`src/rtl/dsr_pkg.sv`:
```
`timescale 1ns / 1ps
// Shared types and constants of the diffusion stencil rate unit.
package dsr_pkg;

	localparam int COORD_W = 6;
	localparam int SIZE_W = 7;
	localparam int VAL_W = 32;
	localparam int IDX_W = 18;
	localparam int YZ_W = 13;
	localparam int LIN_W = 21;
	localparam int SXY_W = 14;
	localparam int ACC_W = 36;
	localparam int PROD_W = 53;
	localparam int SUM_W = 54;
	localparam int FIN_W = 55;
	localparam int NB_COUNT = 7;
	localparam int NB_SEL_W = 3;
	localparam int QUEUE_DEPTH = 2;
	localparam int CFG_IDX_W = 3;

	localparam logic [NB_SEL_W-1:0] NB_LAST_2D = 3'd4;
	localparam logic [NB_SEL_W-1:0] NB_LAST_3D = 3'd6;

	localparam logic [CFG_IDX_W-1:0] CFG_SIZE_X = 3'd0;
	localparam logic [CFG_IDX_W-1:0] CFG_SIZE_Y = 3'd1;
	localparam logic [CFG_IDX_W-1:0] CFG_SIZE_Z = 3'd2;
	localparam logic [CFG_IDX_W-1:0] CFG_THREE_DIM = 3'd3;
	localparam logic [CFG_IDX_W-1:0] CFG_DIFF_COEFF = 3'd4;

	localparam logic [SIZE_W-1:0] SIZE_RESET = 7'd16;
	localparam logic [VAL_W-1:0] COEFF_RESET = 32'h0001_0000;

	typedef struct packed {
		logic [SIZE_W-1:0] size_x;
		logic [SIZE_W-1:0] size_y;
		logic [SIZE_W-1:0] size_z;
		logic three_dim;
		logic [VAL_W-1:0] diff_coeff;
	} dsr_cfg_t;

	typedef struct packed {
		logic evaluate;
		logic err;
		logic three;
		logic [NB_COUNT-1:0][IDX_W-1:0] idx;
		logic signed [VAL_W-1:0] value;
		logic mark;
		logic signed [VAL_W-1:0] source;
	} dsr_cmd_t;

endpackage

```
`src/rtl/dsr_queue.sv`:
```
`timescale 1ns / 1ps
// Short command queue between the front end and the back end.
module dsr_queue import dsr_pkg::*; (
	input  logic clk,
	input  logic arst_n,
	input  logic push,
	input  dsr_cmd_t push_cmd,
	output logic full,
	output logic head_valid,
	output dsr_cmd_t head_cmd,
	input  logic pop
);

	localparam int PTR_W = (QUEUE_DEPTH > 1) ? $clog2(QUEUE_DEPTH) : 1;
	localparam int CNT_W = $clog2(QUEUE_DEPTH + 1);

	dsr_cmd_t entries_q [QUEUE_DEPTH];
	logic [PTR_W-1:0] wr_ptr_q, rd_ptr_q;
	logic [CNT_W-1:0] count_q;
	logic do_push, do_pop;

	assign full = count_q == CNT_W'(QUEUE_DEPTH);
	assign head_valid = count_q != '0;
	assign head_cmd = entries_q[rd_ptr_q];
	assign do_push = push && !full;
	assign do_pop = pop && head_valid;

	always_ff @(posedge clk) begin
		if (do_push) begin
			entries_q[wr_ptr_q] <= push_cmd;
		end
	end

	always_ff @(posedge clk or negedge arst_n) begin
		if (!arst_n) begin
			wr_ptr_q <= '0;
			rd_ptr_q <= '0;
			count_q <= '0;
		end else begin
			if (do_push) begin
				wr_ptr_q <= (wr_ptr_q == PTR_W'(QUEUE_DEPTH - 1)) ? '0 : wr_ptr_q + 1'b1;
			end
			if (do_pop) begin
				rd_ptr_q <= (rd_ptr_q == PTR_W'(QUEUE_DEPTH - 1)) ? '0 : rd_ptr_q + 1'b1;
			end
			if (do_push && !do_pop) begin
				count_q <= count_q + 1'b1;
			end else if (do_pop && !do_push) begin
				count_q <= count_q - 1'b1;
			end
		end
	end

	a_no_push_when_full: assert property (@(posedge clk) disable iff (!arst_n)
		push |-> count_q < CNT_W'(QUEUE_DEPTH))
		else $error("Command pushed into a full queue.");

endmodule

```
`config.mk`:
```
export PLATFORM = sky130hd
export DESIGN_NAME = dsr_queue
export DESIGN_NICKNAME = d
export VERILOG_FILES = /design/src/rtl/dsr_pkg.sv /design/src/rtl/dsr_queue.sv
export SDC_FILE = /design/constraint.sdc
export NUM_CORES = 1
export LEC_CHECK = 0
export BUFFER_PORTS_ARGS = -buffer_cell sky130_fd_sc_hd__buf_2
export CORE_MARGIN = 2
export CORE_UTILIZATION = 30
export CTS_BUF_LIST = sky130_fd_sc_hd__clkbuf_2
export DETAILED_ROUTE_END_ITERATION = 12
export SETUP_SLACK_MARGIN = 0.02
export SLEW_MARGIN = 20
export SYNTH_ARGS = -nofsm -noshare
export SYNTH_HDL_FRONTEND = slang
export SYNTH_SLANG_ARGS = --single-unit
```
`constraint.sdc`:
```
create_clock -name clk -period 10.1 [get_ports clk]
set_input_delay 1.01 -clock clk [delete_from_list [all_inputs] [get_ports clk]]
set_output_delay 1.01 -clock clk [all_outputs]
set_load 0.02 [all_outputs]
```
==> results.py <==
metrics = {
    "die": {
        "num_rows": 81,
        "core_area_um2": 48800,
        "die_x_um": 226,
        "start_util_pct": 30.3,
        "die_y_um": 226,
        "ioPinCount": 394,
        "die_area_um2": 51200,
    },
    "sta": {
        "setup_viol": 0,
        "tightest_slew_ps": 1080,
        "slew_viol_final": 0,
        "rsz0062_at_grt": "no",
        "setup-tns-final_ps": 0,
        "fmax_ghz": 0.193,
        "min_period_ps": 5180,
        "hold_violations": 0,
        "slew_headroom_pct": 28.3,
        "setup_slack_ps": 4920,
        "skew_ps": 69.6,
        "min_period_over_period_pct": 51.2,
    },
    "setup_path": {
        "crit_type": "reg -> out",
        "r2r_slack_ps": 6490,
        "cp.buffers_inverters": 3,
        "cpMostUsedCell": "buf_4",
        "arrival_ps": 4170,
        "slowest_delay_ps": 890,
        "endpoint_kind": "output pin",
        "crit_fanout": 57,
        "path_delay_family": "buffers and inverters",
        "crit_required_ps": 9090,
        "worst_r2r_endpoint": "entries_q[0][110]",
        "cpMaxStageDelayCell": "buf_4",
        "r2r_cells": 5,
        "cp_cell_sequence": "buf_4 -> buf_4 -> mux2_4 -> buf_2",
        "startpoint_type": "flip-flop",
        "timing.rr.start": "count_q[0]",
    },
    "drt": {
        "dr.pass1.iters": 4,
        "drt_first_iter_violations": 291,
        "wl_per_cell_um": 16.2,
        "post-route-drc-count": 0,
        "num_vias": 8312,
        "drt_wl_total_mm": 32.9,
        "viasPerCell": 4.09,
        "ant_nets": 0,
    },
    "clock_network": {
        "root_buffer": "clkbuf_2",
        "htreeDepth": 3,
        "clk_latency_ps": 1040,
        "clockBufferDepth": 3,
        "post-cts-setup-buffer-count": 0,
        "cts_made_buffers": 98,
        "clk_pin_slew_worst_paths_ps": 110,
        "ctsResizeCount": 0,
        "cts.sinks": 392,
        "cts_tree": "built",
    },
    "placement": {
        "port_buffers": 393,
        "post-place-ws_ps": 5950,
        "place_inst": 1666,
        "place_congestion": 0.704,
        "dpl.hpwl_mm": 20.8,
    },
    "run": {
        "max-cap-violations": 0,
    },
    "synthesis": {
        "synth_cells": 623,
        "avgSynthCellArea_um2": 23.8,
        "synth_top_area_cell": "edfxtp_1",
        "syn-num-nets": 822,
        "yosysTopAreaCellShare_pct": 78.6,
        "yosysWarnings": 0,
        "synth_seq_cells": 392,
        "synth.area.top_cells": "edfxtp_1 (79%), mux2_4 (15%), mux2_2 (3.3%)",
        "synth_area_um2": 14800,
        "ys_seq_area_share_pct": 79.3,
        "synth.distinct_cells": 15,
    },
    "power_and_ir_drop": {
        "power_density_nw_per_um2": 268,
        "peakVddDrop_uv": 177,
        "p_leak_nw": 8.21,
    },
    "layout": {
        "syn_to_final_growth_pct": 37.4,
        "regArea_um2": 11800,
        "multi_input_area_um2": 2850,
        "fill_cells": 4502,
        "drive_gt1_share_pct": 55.4,
        "fin_cells": 2030,
        "fin_nets": 1498,
    },
    "hold_path": {
        "hp-class": "in -> async",
    },
    "global_route": {
        "grt_first_pass_wirelength_mm": 48.4,
        "grt_pass1_vias": 9012,
        "grt_usage_pct": 12.5,
        "antenna_found_initial": 3,
        "grt-ovfl-total": 0,
        "grt_max_degree": 71,
    },
    "status": {
        "status": "finished clean",
    },
}
cells in the final DEF, fill, tap and decap left out, drive strengths merged:
cell / count
and3: 1
dlygate4sd3: 196
mux2: 194
nor2: 2
inv: 2
clkinv: 14
ha: 1
edfxtp: 388
buf: 402
bufinv: 3
dfrtp: 4
or2: 1
diode: 3
clkinvlp: 1
nand2: 2
xnor2: 3
nand2b: 1
clkbuf: 146
xor2: 2
cell type report:
type / instances / share of cell area (%)
repair buffers: 598 / 19.7
flip-flops and latches: 392 / 57.8
clock inverters: 18 / 0.768
well taps: 664 / 4.08
multi-input cells: 207 / 14.0
inverters: 2 / 0.0369
clock buffers: 146 / 3.59
diodes: 3 / 0.0369
where the power goes:
group / total (W) / switching (W) / internal, W
clock network: 0.00106 / 0.000605 / 0.000455
logic: 0.00204 / 0.00115 / 0.000891
registers: 0.00234 / 0.000119 / 0.00222
total: 0.00545 / 0.00188 / 0.00357
flip-flops by register name, indices dropped and copies added, names as in the netlist:
signal,count
rd_ptr_q,1
wr_ptr_q,1
count_q,2
entries_q,388
cells by family after synthesis:
family / synth area share, %
muxes: 18.5
and+or+nand+nor: 0.228
buffers and inverters: 1.55
DFF: 79.3
adders and majority gates: 0.0844
xor gates and xnor gates: 0.296
stage by stage:
step	hold WS [ps]	instance area [um^2]	total power, W	util, %
2_1_floorplan	456	14800	0.00392	-
3_3_place_gp	472	17500	0.00437	35.8
5_1_grt	129	20400	0.00575	41.7
6_report	315	20400	0.00545	41.7
3_5_place_dp	493	17500	0.00439	35.8
4_1_cts	18.9	20300	0.00554	41.6
worst register-to-register path: cells and delay by family (launching register included):
| kind | cells | cell delay [ps] |
|---|---|---|
| DFF | 1 | 420 |
| and+or+nand+nor | 3 | 1160 |
| buffers and inverters | 2 | 1520 |
how the worst max path moves through the flow:
stage / start / to / slack (ps) / depth (start not counted)
final: rd_ptr_q / head_cmd[146] / 4920 / 4
after global routing: rd_ptr_q / head_cmd[61] / 4540 / 4
after CTS: rd_ptr_q / head_cmd[146] / 4610 / 4
after detailed placement: rd_ptr_q / head_cmd[146] / 5950 / 4
after global placement: rd_ptr_q / head_cmd[146] / 6000 / 4
after floorplan: push / entries_q[0][0] / 210 / 2
cell usage after synthesis (all sizes together):
cell	count
xor2	2
mux2	194
ha	1
edfxtp	388
nand2b	1
and3	1
nor2	2
or2	1
buf	22
nand2	2
inv	2
xnor2	3
dfrtp	4
per-layer routing:
metal | share of wire (%) | GRT usage, % | up-vias
li1 | - | - | 3893
met1 | 39 | 13.5 | 4042
met2 | 51 | 21.3 | 311
met3 | 6.6 | 4.22 | 66
met4 | 3.2 | 7.72 | 0
met5 | 0 | 0 | -
timing repair:
action,in CTS,in global routing
hold endpoints to repair,393,0
setup endpoints to repair,0,0
hold buffers,196,0
Note: power is estimated with default switching activity, not from simulation.
