===== src/rtl/dsr_pkg.sv =====
`timescale 1ns / 1ps
// Shared types and constants of the diffusion stencil rate unit.
package dsr_pkg;

	localparam int COORD_W = 6;
	localparam int SIZE_W = 7;
	localparam int VAL_W = 32;
	localparam int IDX_W = 18;
	localparam int YZ_W = 13;
	localparam int LIN_W = 21;
	localparam int SXY_W = 14;
	localparam int ACC_W = 36;
	localparam int PROD_W = 53;
	localparam int SUM_W = 54;
	localparam int FIN_W = 55;
	localparam int NB_COUNT = 7;
	localparam int NB_SEL_W = 3;
	localparam int QUEUE_DEPTH = 2;
	localparam int CFG_IDX_W = 3;

	localparam logic [NB_SEL_W-1:0] NB_LAST_2D = 3'd4;
	localparam logic [NB_SEL_W-1:0] NB_LAST_3D = 3'd6;

	localparam logic [CFG_IDX_W-1:0] CFG_SIZE_X = 3'd0;
	localparam logic [CFG_IDX_W-1:0] CFG_SIZE_Y = 3'd1;
	localparam logic [CFG_IDX_W-1:0] CFG_SIZE_Z = 3'd2;
	localparam logic [CFG_IDX_W-1:0] CFG_THREE_DIM = 3'd3;
	localparam logic [CFG_IDX_W-1:0] CFG_DIFF_COEFF = 3'd4;

	localparam logic [SIZE_W-1:0] SIZE_RESET = 7'd16;
	localparam logic [VAL_W-1:0] COEFF_RESET = 32'h0001_0000;

	typedef struct packed {
		logic [SIZE_W-1:0] size_x;
		logic [SIZE_W-1:0] size_y;
		logic [SIZE_W-1:0] size_z;
		logic three_dim;
		logic [VAL_W-1:0] diff_coeff;
	} dsr_cfg_t;

	typedef struct packed {
		logic evaluate;
		logic err;
		logic three;
		logic [NB_COUNT-1:0][IDX_W-1:0] idx;
		logic signed [VAL_W-1:0] value;
		logic mark;
		logic signed [VAL_W-1:0] source;
	} dsr_cmd_t;

endpackage


===== src/rtl/dsr_front.sv =====
`timescale 1ns / 1ps
// Front end: accepts requests, computes the point indices and checks the coordinates.
module dsr_front import dsr_pkg::*; #(
	parameter int MAX_POINTS = 4096
) (
	input  logic clk,
	input  logic arst_n,
	input  dsr_cfg_t cfg,
	input  logic in_valid,
	output logic in_ready,
	input  logic in_evaluate,
	input  logic [COORD_W-1:0] in_x,
	input  logic [COORD_W-1:0] in_y,
	input  logic [COORD_W-1:0] in_z,
	input  logic signed [VAL_W-1:0] in_value,
	input  logic in_mark,
	input  logic signed [VAL_W-1:0] in_source,
	output logic q_push,
	output dsr_cmd_t q_cmd,
	input  logic q_full
);

	function automatic logic [LIN_W-1:0] nb_lower(input logic [LIN_W-1:0] lin,
			input logic [COORD_W-1:0] c, input logic [SIZE_W-1:0] n,
			input logic [LIN_W-1:0] stride);
		logic [LIN_W-1:0] r;
		if (n < 7'd2) begin
			r = lin;
		end else if (c != '0) begin
			r = lin - stride;
		end else begin
			r = lin + stride;
		end
		return r;
	endfunction

	function automatic logic [LIN_W-1:0] nb_upper(input logic [LIN_W-1:0] lin,
			input logic [COORD_W-1:0] c, input logic [SIZE_W-1:0] n,
			input logic [LIN_W-1:0] stride);
		logic [LIN_W-1:0] r;
		if (n < 7'd2) begin
			r = lin;
		end else if (SIZE_W'(c) + 7'd1 < n) begin
			r = lin + stride;
		end else begin
			r = lin - stride;
		end
		return r;
	endfunction

	logic advance;
	logic v_s1, v_s2;
	logic evaluate_s1, evaluate_s2;
	logic err_s1, err_s2;
	logic [COORD_W-1:0] x_s1, y_s1, z_s1, x_s2, y_s2, z_s2;
	logic [YZ_W-1:0] yz_s1;
	logic [LIN_W-1:0] lin_s2;
	logic signed [VAL_W-1:0] value_s1, value_s2, source_s1, source_s2;
	logic mark_s1, mark_s2;
	logic [SXY_W-1:0] sxy_q;
	logic coord_err;
	logic [YZ_W-1:0] yz_prod;
	logic [NB_COUNT-1:0][LIN_W-1:0] nb;
	logic [NB_COUNT-1:0] oob;
	logic item_err;

	assign advance = !(v_s2 && q_full);
	assign in_ready = advance;

	assign coord_err = ({1'b0, in_x} >= cfg.size_x) || ({1'b0, in_y} >= cfg.size_y) ||
		({1'b0, in_z} >= cfg.size_z);
	assign yz_prod = YZ_W'(cfg.size_y) * YZ_W'(in_z);

	always_ff @(posedge clk or negedge arst_n) begin
		if (!arst_n) begin
			v_s1 <= 1'b0;
			v_s2 <= 1'b0;
		end else if (advance) begin
			v_s1 <= in_valid;
			v_s2 <= v_s1;
		end
	end

	always_ff @(posedge clk) begin
		sxy_q <= SXY_W'(cfg.size_x) * SXY_W'(cfg.size_y);
		if (advance) begin
			evaluate_s1 <= in_evaluate;
			err_s1 <= coord_err;
			x_s1 <= in_x;
			y_s1 <= in_y;
			z_s1 <= in_z;
			yz_s1 <= yz_prod + YZ_W'(in_y);
			value_s1 <= in_value;
			mark_s1 <= in_mark;
			source_s1 <= in_source;
			evaluate_s2 <= evaluate_s1;
			err_s2 <= err_s1;
			x_s2 <= x_s1;
			y_s2 <= y_s1;
			z_s2 <= z_s1;
			lin_s2 <= LIN_W'(cfg.size_x) * LIN_W'(yz_s1) + LIN_W'(x_s1);
			value_s2 <= value_s1;
			mark_s2 <= mark_s1;
			source_s2 <= source_s1;
		end
	end

	always_comb begin
		nb[0] = lin_s2;
		nb[1] = nb_lower(lin_s2, x_s2, cfg.size_x, LIN_W'(1));
		nb[2] = nb_upper(lin_s2, x_s2, cfg.size_x, LIN_W'(1));
		nb[3] = nb_lower(lin_s2, y_s2, cfg.size_y, LIN_W'(cfg.size_x));
		nb[4] = nb_upper(lin_s2, y_s2, cfg.size_y, LIN_W'(cfg.size_x));
		nb[5] = nb_lower(lin_s2, z_s2, cfg.size_z, LIN_W'(sxy_q));
		nb[6] = nb_upper(lin_s2, z_s2, cfg.size_z, LIN_W'(sxy_q));
		for (int i = 0; i < NB_COUNT; i++) begin
			oob[i] = nb[i] >= LIN_W'(MAX_POINTS);
		end
	end

	assign item_err = err_s2 || oob[0] ||
		(evaluate_s2 && ((|oob[4:1]) || (cfg.three_dim && (|oob[6:5]))));

	assign q_push = v_s2 && !q_full;

	always_comb begin
		q_cmd.evaluate = evaluate_s2;
		q_cmd.err = item_err;
		q_cmd.three = cfg.three_dim;
		for (int i = 0; i < NB_COUNT; i++) begin
			q_cmd.idx[i] = nb[i][IDX_W-1:0];
		end
		q_cmd.value = value_s2;
		q_cmd.mark = mark_s2;
		q_cmd.source = source_s2;
	end

endmodule


===== config.mk =====
export PLATFORM = sky130hd
export DESIGN_NAME = dsr_front
export DESIGN_NICKNAME = d
export VERILOG_FILES = /design/src/rtl/dsr_pkg.sv /design/src/rtl/dsr_front.sv
export SDC_FILE = /design/constraint.sdc
export NUM_CORES = 1
export LEC_CHECK = 0
export ABC_AREA = 1
export BUFFER_PORTS_ARGS = -buffer_cell sky130_fd_sc_hd__buf_2
export CORE_MARGIN = 2
export CORE_UTILIZATION = 45
export DETAILED_ROUTE_END_ITERATION = 8
export GPL_TIMING_DRIVEN = 0
export PLACE_DENSITY = 0.71
export SYNTH_ARGS = -nofsm -noshare
export SYNTH_HDL_FRONTEND = slang
export SYNTH_SLANG_ARGS = --single-unit
export TNS_END_PERCENT = 50

===== constraint.sdc =====
create_clock -name clk -period 16.1 [get_ports clk]
set_clock_uncertainty 0.1 [all_clocks]
set_input_delay 2.415 -clock clk [delete_from_list [all_inputs] [get_ports clk]]
set_output_delay 2.415 -clock clk [all_outputs]
set_load 0.005 [all_outputs]

==> results.cfg <==
[setup_path]
crit_chain = buf_2 -> clkbuf_1 -> inv_1 -> ha_1 -> a21oi_1 -> o21a_1 -> nand2_1 -> clkinv_1 -> nand3_1 -> nand3_1 -> nand2_1 -> inv_1 -> nor2_1 -> nand3_1 -> nor2_1 -> nand2_1 -> nor2_1 -> nand2_1 -> nand2_1 -> nand2_1 -> buf_4 -> buf_2
endpoint = q_cmd[192]
cp_num_cells = 22
critPathMaxStageDelay_ns = 0.51
critPathMaxFanout = 10
worstReg2RegEnd = lin_s2[19]
worstSetupStartpointType = input pin
cp.arrival_ns = 6.19
rrSetupSlack_ns = 10.49
critPathLaunch = cfg[51]
cp_slowest_cell = clkbuf_1
end_kind = primary output
rr_startpoint = yz_s1[4]
crit_top_cell = nand2_1
crit_family = buffers and inverters
path_class = input pin to primary output
required_ns = 13.59
rr_worst_depth = 23
worst-path-buf-inv = 7

[synthesis]
ys.flop_type = edfxtp_1
syn_avg_cell_area_sq_um = 7.91
synth_seq_cells = 220
ys_types = 54
synth.top_cell.area_share_pct = 29.3
syn_inst = 2643
synth_area_sq_mm = 0.0209
yosysSeqAreaShare_pct = 30.9
yosys.area.top_type = edfxtp_1
yosys_warnings = 0
synth_fp_nets = 3099
synthTopCellsByArea = edfxtp_1, nand2_1, ha_1
async_reset_ff_share_pct = 0.909
synth_edf_count = 204

[power]
power_density_mw_per_mm2 = 228
pwr-share-clk_pct = 9.2
finalPower_mw = 5.47
p_seq_share_pct = 18.1
p_sw_share_pct = 53.4
peakVddDrop_mv = 0.182
p_sw_mw = 2.92
p_int_mw = 2.55
p_comb_share_pct = 72.7
total_leakage_power_nw = 12.9

[grt]
antenna_found_initial = 0
grt_pass1_vias = 18853
grt_util_met1_pct = 35.9
grt_pass1_wl_um = 103000
gr-usage-met2_pct = 47.1
use_met3_pct = 4.38
grt_overflow_total = 0
grt_start_max_net_pins = 75
grtUsageTotal_pct = 27.7
grt-busiest-layer = met2

[cells_and_area]
nFillCells = 4304
final_nets = 3431
layout_commonest_cell = nand2_1
area_growth_syn_to_layout_pct = 14.6
drive_above_1_share_pct = 14.8
final_cell_mix = nand2_1, inv_1, buf_2
fin_area_sq_mm = 0.0239

[timing]
rsz0062_at_grt = false
setup_ws_ns = 7.40
timing.setup.tns_ns = 0
drv_slew = 0
period_share_pct = 54.1
setup_viol = 0
hold-worst-slack_ns = 0.302
finalHoldViolCount = 0
maxSlewHeadroom_pct = 15.3
finalCriticalPeriod_ns = 8.70
max_freq_mhz = 115
worst_pin_slew_ns = 1.26

[cts]
htree_levels = 1
numCtsBuffers = 23
cts_setup_buffers = 0
path_clk_slew_ns = 0.08
clockRootBuffer = clkbuf_16
ctsHoldBuffers = 0
post_cts_resized = 0
cts_max_path_buffers = 3
clock-sinks = 220
clk_latency_ns = 0.55
cts_tree = yes

[detailed_routing]
dr.pass1.iters = 6
vias = 19071
via_per_inst = 5.31
drt_iter0_markers = 1488
drt_wl_total_um = 67500
wl_per_cell_um = 18.8
drc = 0
antenna_left = 0

[place]
gp_congestion = 1.01
dp.final_hpwl_um = 54900
dp_slack_ns = 7.50
placed_area_sq_mm = 0.0232
portBuffers = 305

[floorplan]
core_area_sq_mm = 0.0456
die_w_um = 219
io_pins = 338
num_rows = 78
start_util_pct = 45.8
die-height_um = 219
die-area_sq_mm = 0.0482

[job]
cap_violations = 0

[hold_path]
hold_class = flop to flop

[status]
status = finished, final reports clean
## power by group through the flow
stage	clock network (mW)	logic [mW]	registers, mW
2_1_floorplan	0	2.64	0.937
3_3_place_gp	0	3.80	1.01
3_5_place_dp	0	3.88	0.999
4_1_cts	0.518	3.91	0.988
5_1_grt	0.541	4.44	0.998
6_report	0.505	3.97	0.990
## cell usage after synthesis (all sizes together), types with 6 or more instances
cell type  number
nor3           12
xnor2          13
inv           461
fa            112
o21a           15
clkbuf         47
dfxtp          14
nand4          22
ha            202
edfxtp        204
nor2          147
a21oi          79
buf            66
o21bai          8
nand3         272
nand3b         10
o21ai          93
nand2         727
and2            6
and3            6
xor2           94
a31oi           6
clkinv          6
## logic make-up (layout without fill, tap and decap cells)
kind of cell / Yosys count / count (layout) / share of synthesized area, %
and+or+nand+nor: 1209 / 1209 / 24.9
adders and majority gates: 314 / 314 / 22.8
buffers and inverters: 580 / 929 / 11.3
DFF: 220 / 220 / 30.9
other: 0 / 1 / 0
xor gates and xnor gates: 107 / 107 / 4.52
AOI/OAI and AO/OA: 213 / 213 / 5.57
## flip-flops by register name (all words and copies together), names as in the netlist, 6 cells and up
| name | cells |
|---|---|
| z_s1 | 6 |
| yz_s1 | 13 |
| source_s1 | 32 |
| z_s2 | 6 |
| x_s2 | 6 |
| y_s1 | 6 |
| source_s2 | 32 |
| lin_s2 | 21 |
| value_s1 | 32 |
| x_s1 | 6 |
| sxy_q | 14 |
| value_s2 | 32 |
| y_s2 | 6 |
## layout make-up
type / instances / area [sq um] / share of cell area, %
Clock inverter: 17 / 124 / 0.517
Antenna cell: 1 / 2.50 / 0.0105
Timing Repair Buffer: 307 / 1580 / 6.60
Clock buffer: 25 / 583 / 2.43
Buffer: 113 / 594 / 2.48
Tap cell: 600 / 751 / 3.14
Sequential cell: 220 / 6460 / 27.0
Inverter: 467 / 1760 / 7.35
Multi-Input combinational cell: 1843 / 12100 / 50.5
## layer usage
| metal | vias up | wire (um) | part of all wire, % |
|---|---|---|---|
| li1 | 9043 | - | - |
| met1 | 9031 | 27800 | 41 |
| met2 | 859 | 32000 | 47 |
| met3 | 138 | 5370 | 8.0 |
| met4 | 0 | 2330 | 3.5 |
| met5 | - | 0 | 0 |
## through the flow
step / util [%] / cells
6_report: 52.5 / 3593
5_1_grt: 52.5 / 3592
4_1_cts: 52.5 / 3592
3_5_place_dp: 51.0 / 3550
3_3_place_gp: 50.8 / 3548
2_1_floorplan: - / 2643
## worst min path at each step
stage                     to  cells past startpoint  slack (ns)          start
2_1_floorplan         err_s2                      0        0.30         err_s1
6_report              err_s2                      0        0.30         err_s1
3_5_place_dp   source_s2[10]                      0        0.30  source_s1[10]
3_3_place_gp   source_s2[20]                      0        0.30  source_s1[20]
4_1_cts               err_s2                      0        0.31         err_s1
5_1_grt          value_s2[0]                      0        0.32    value_s1[0]
Power figures use the tool's default switching activity.
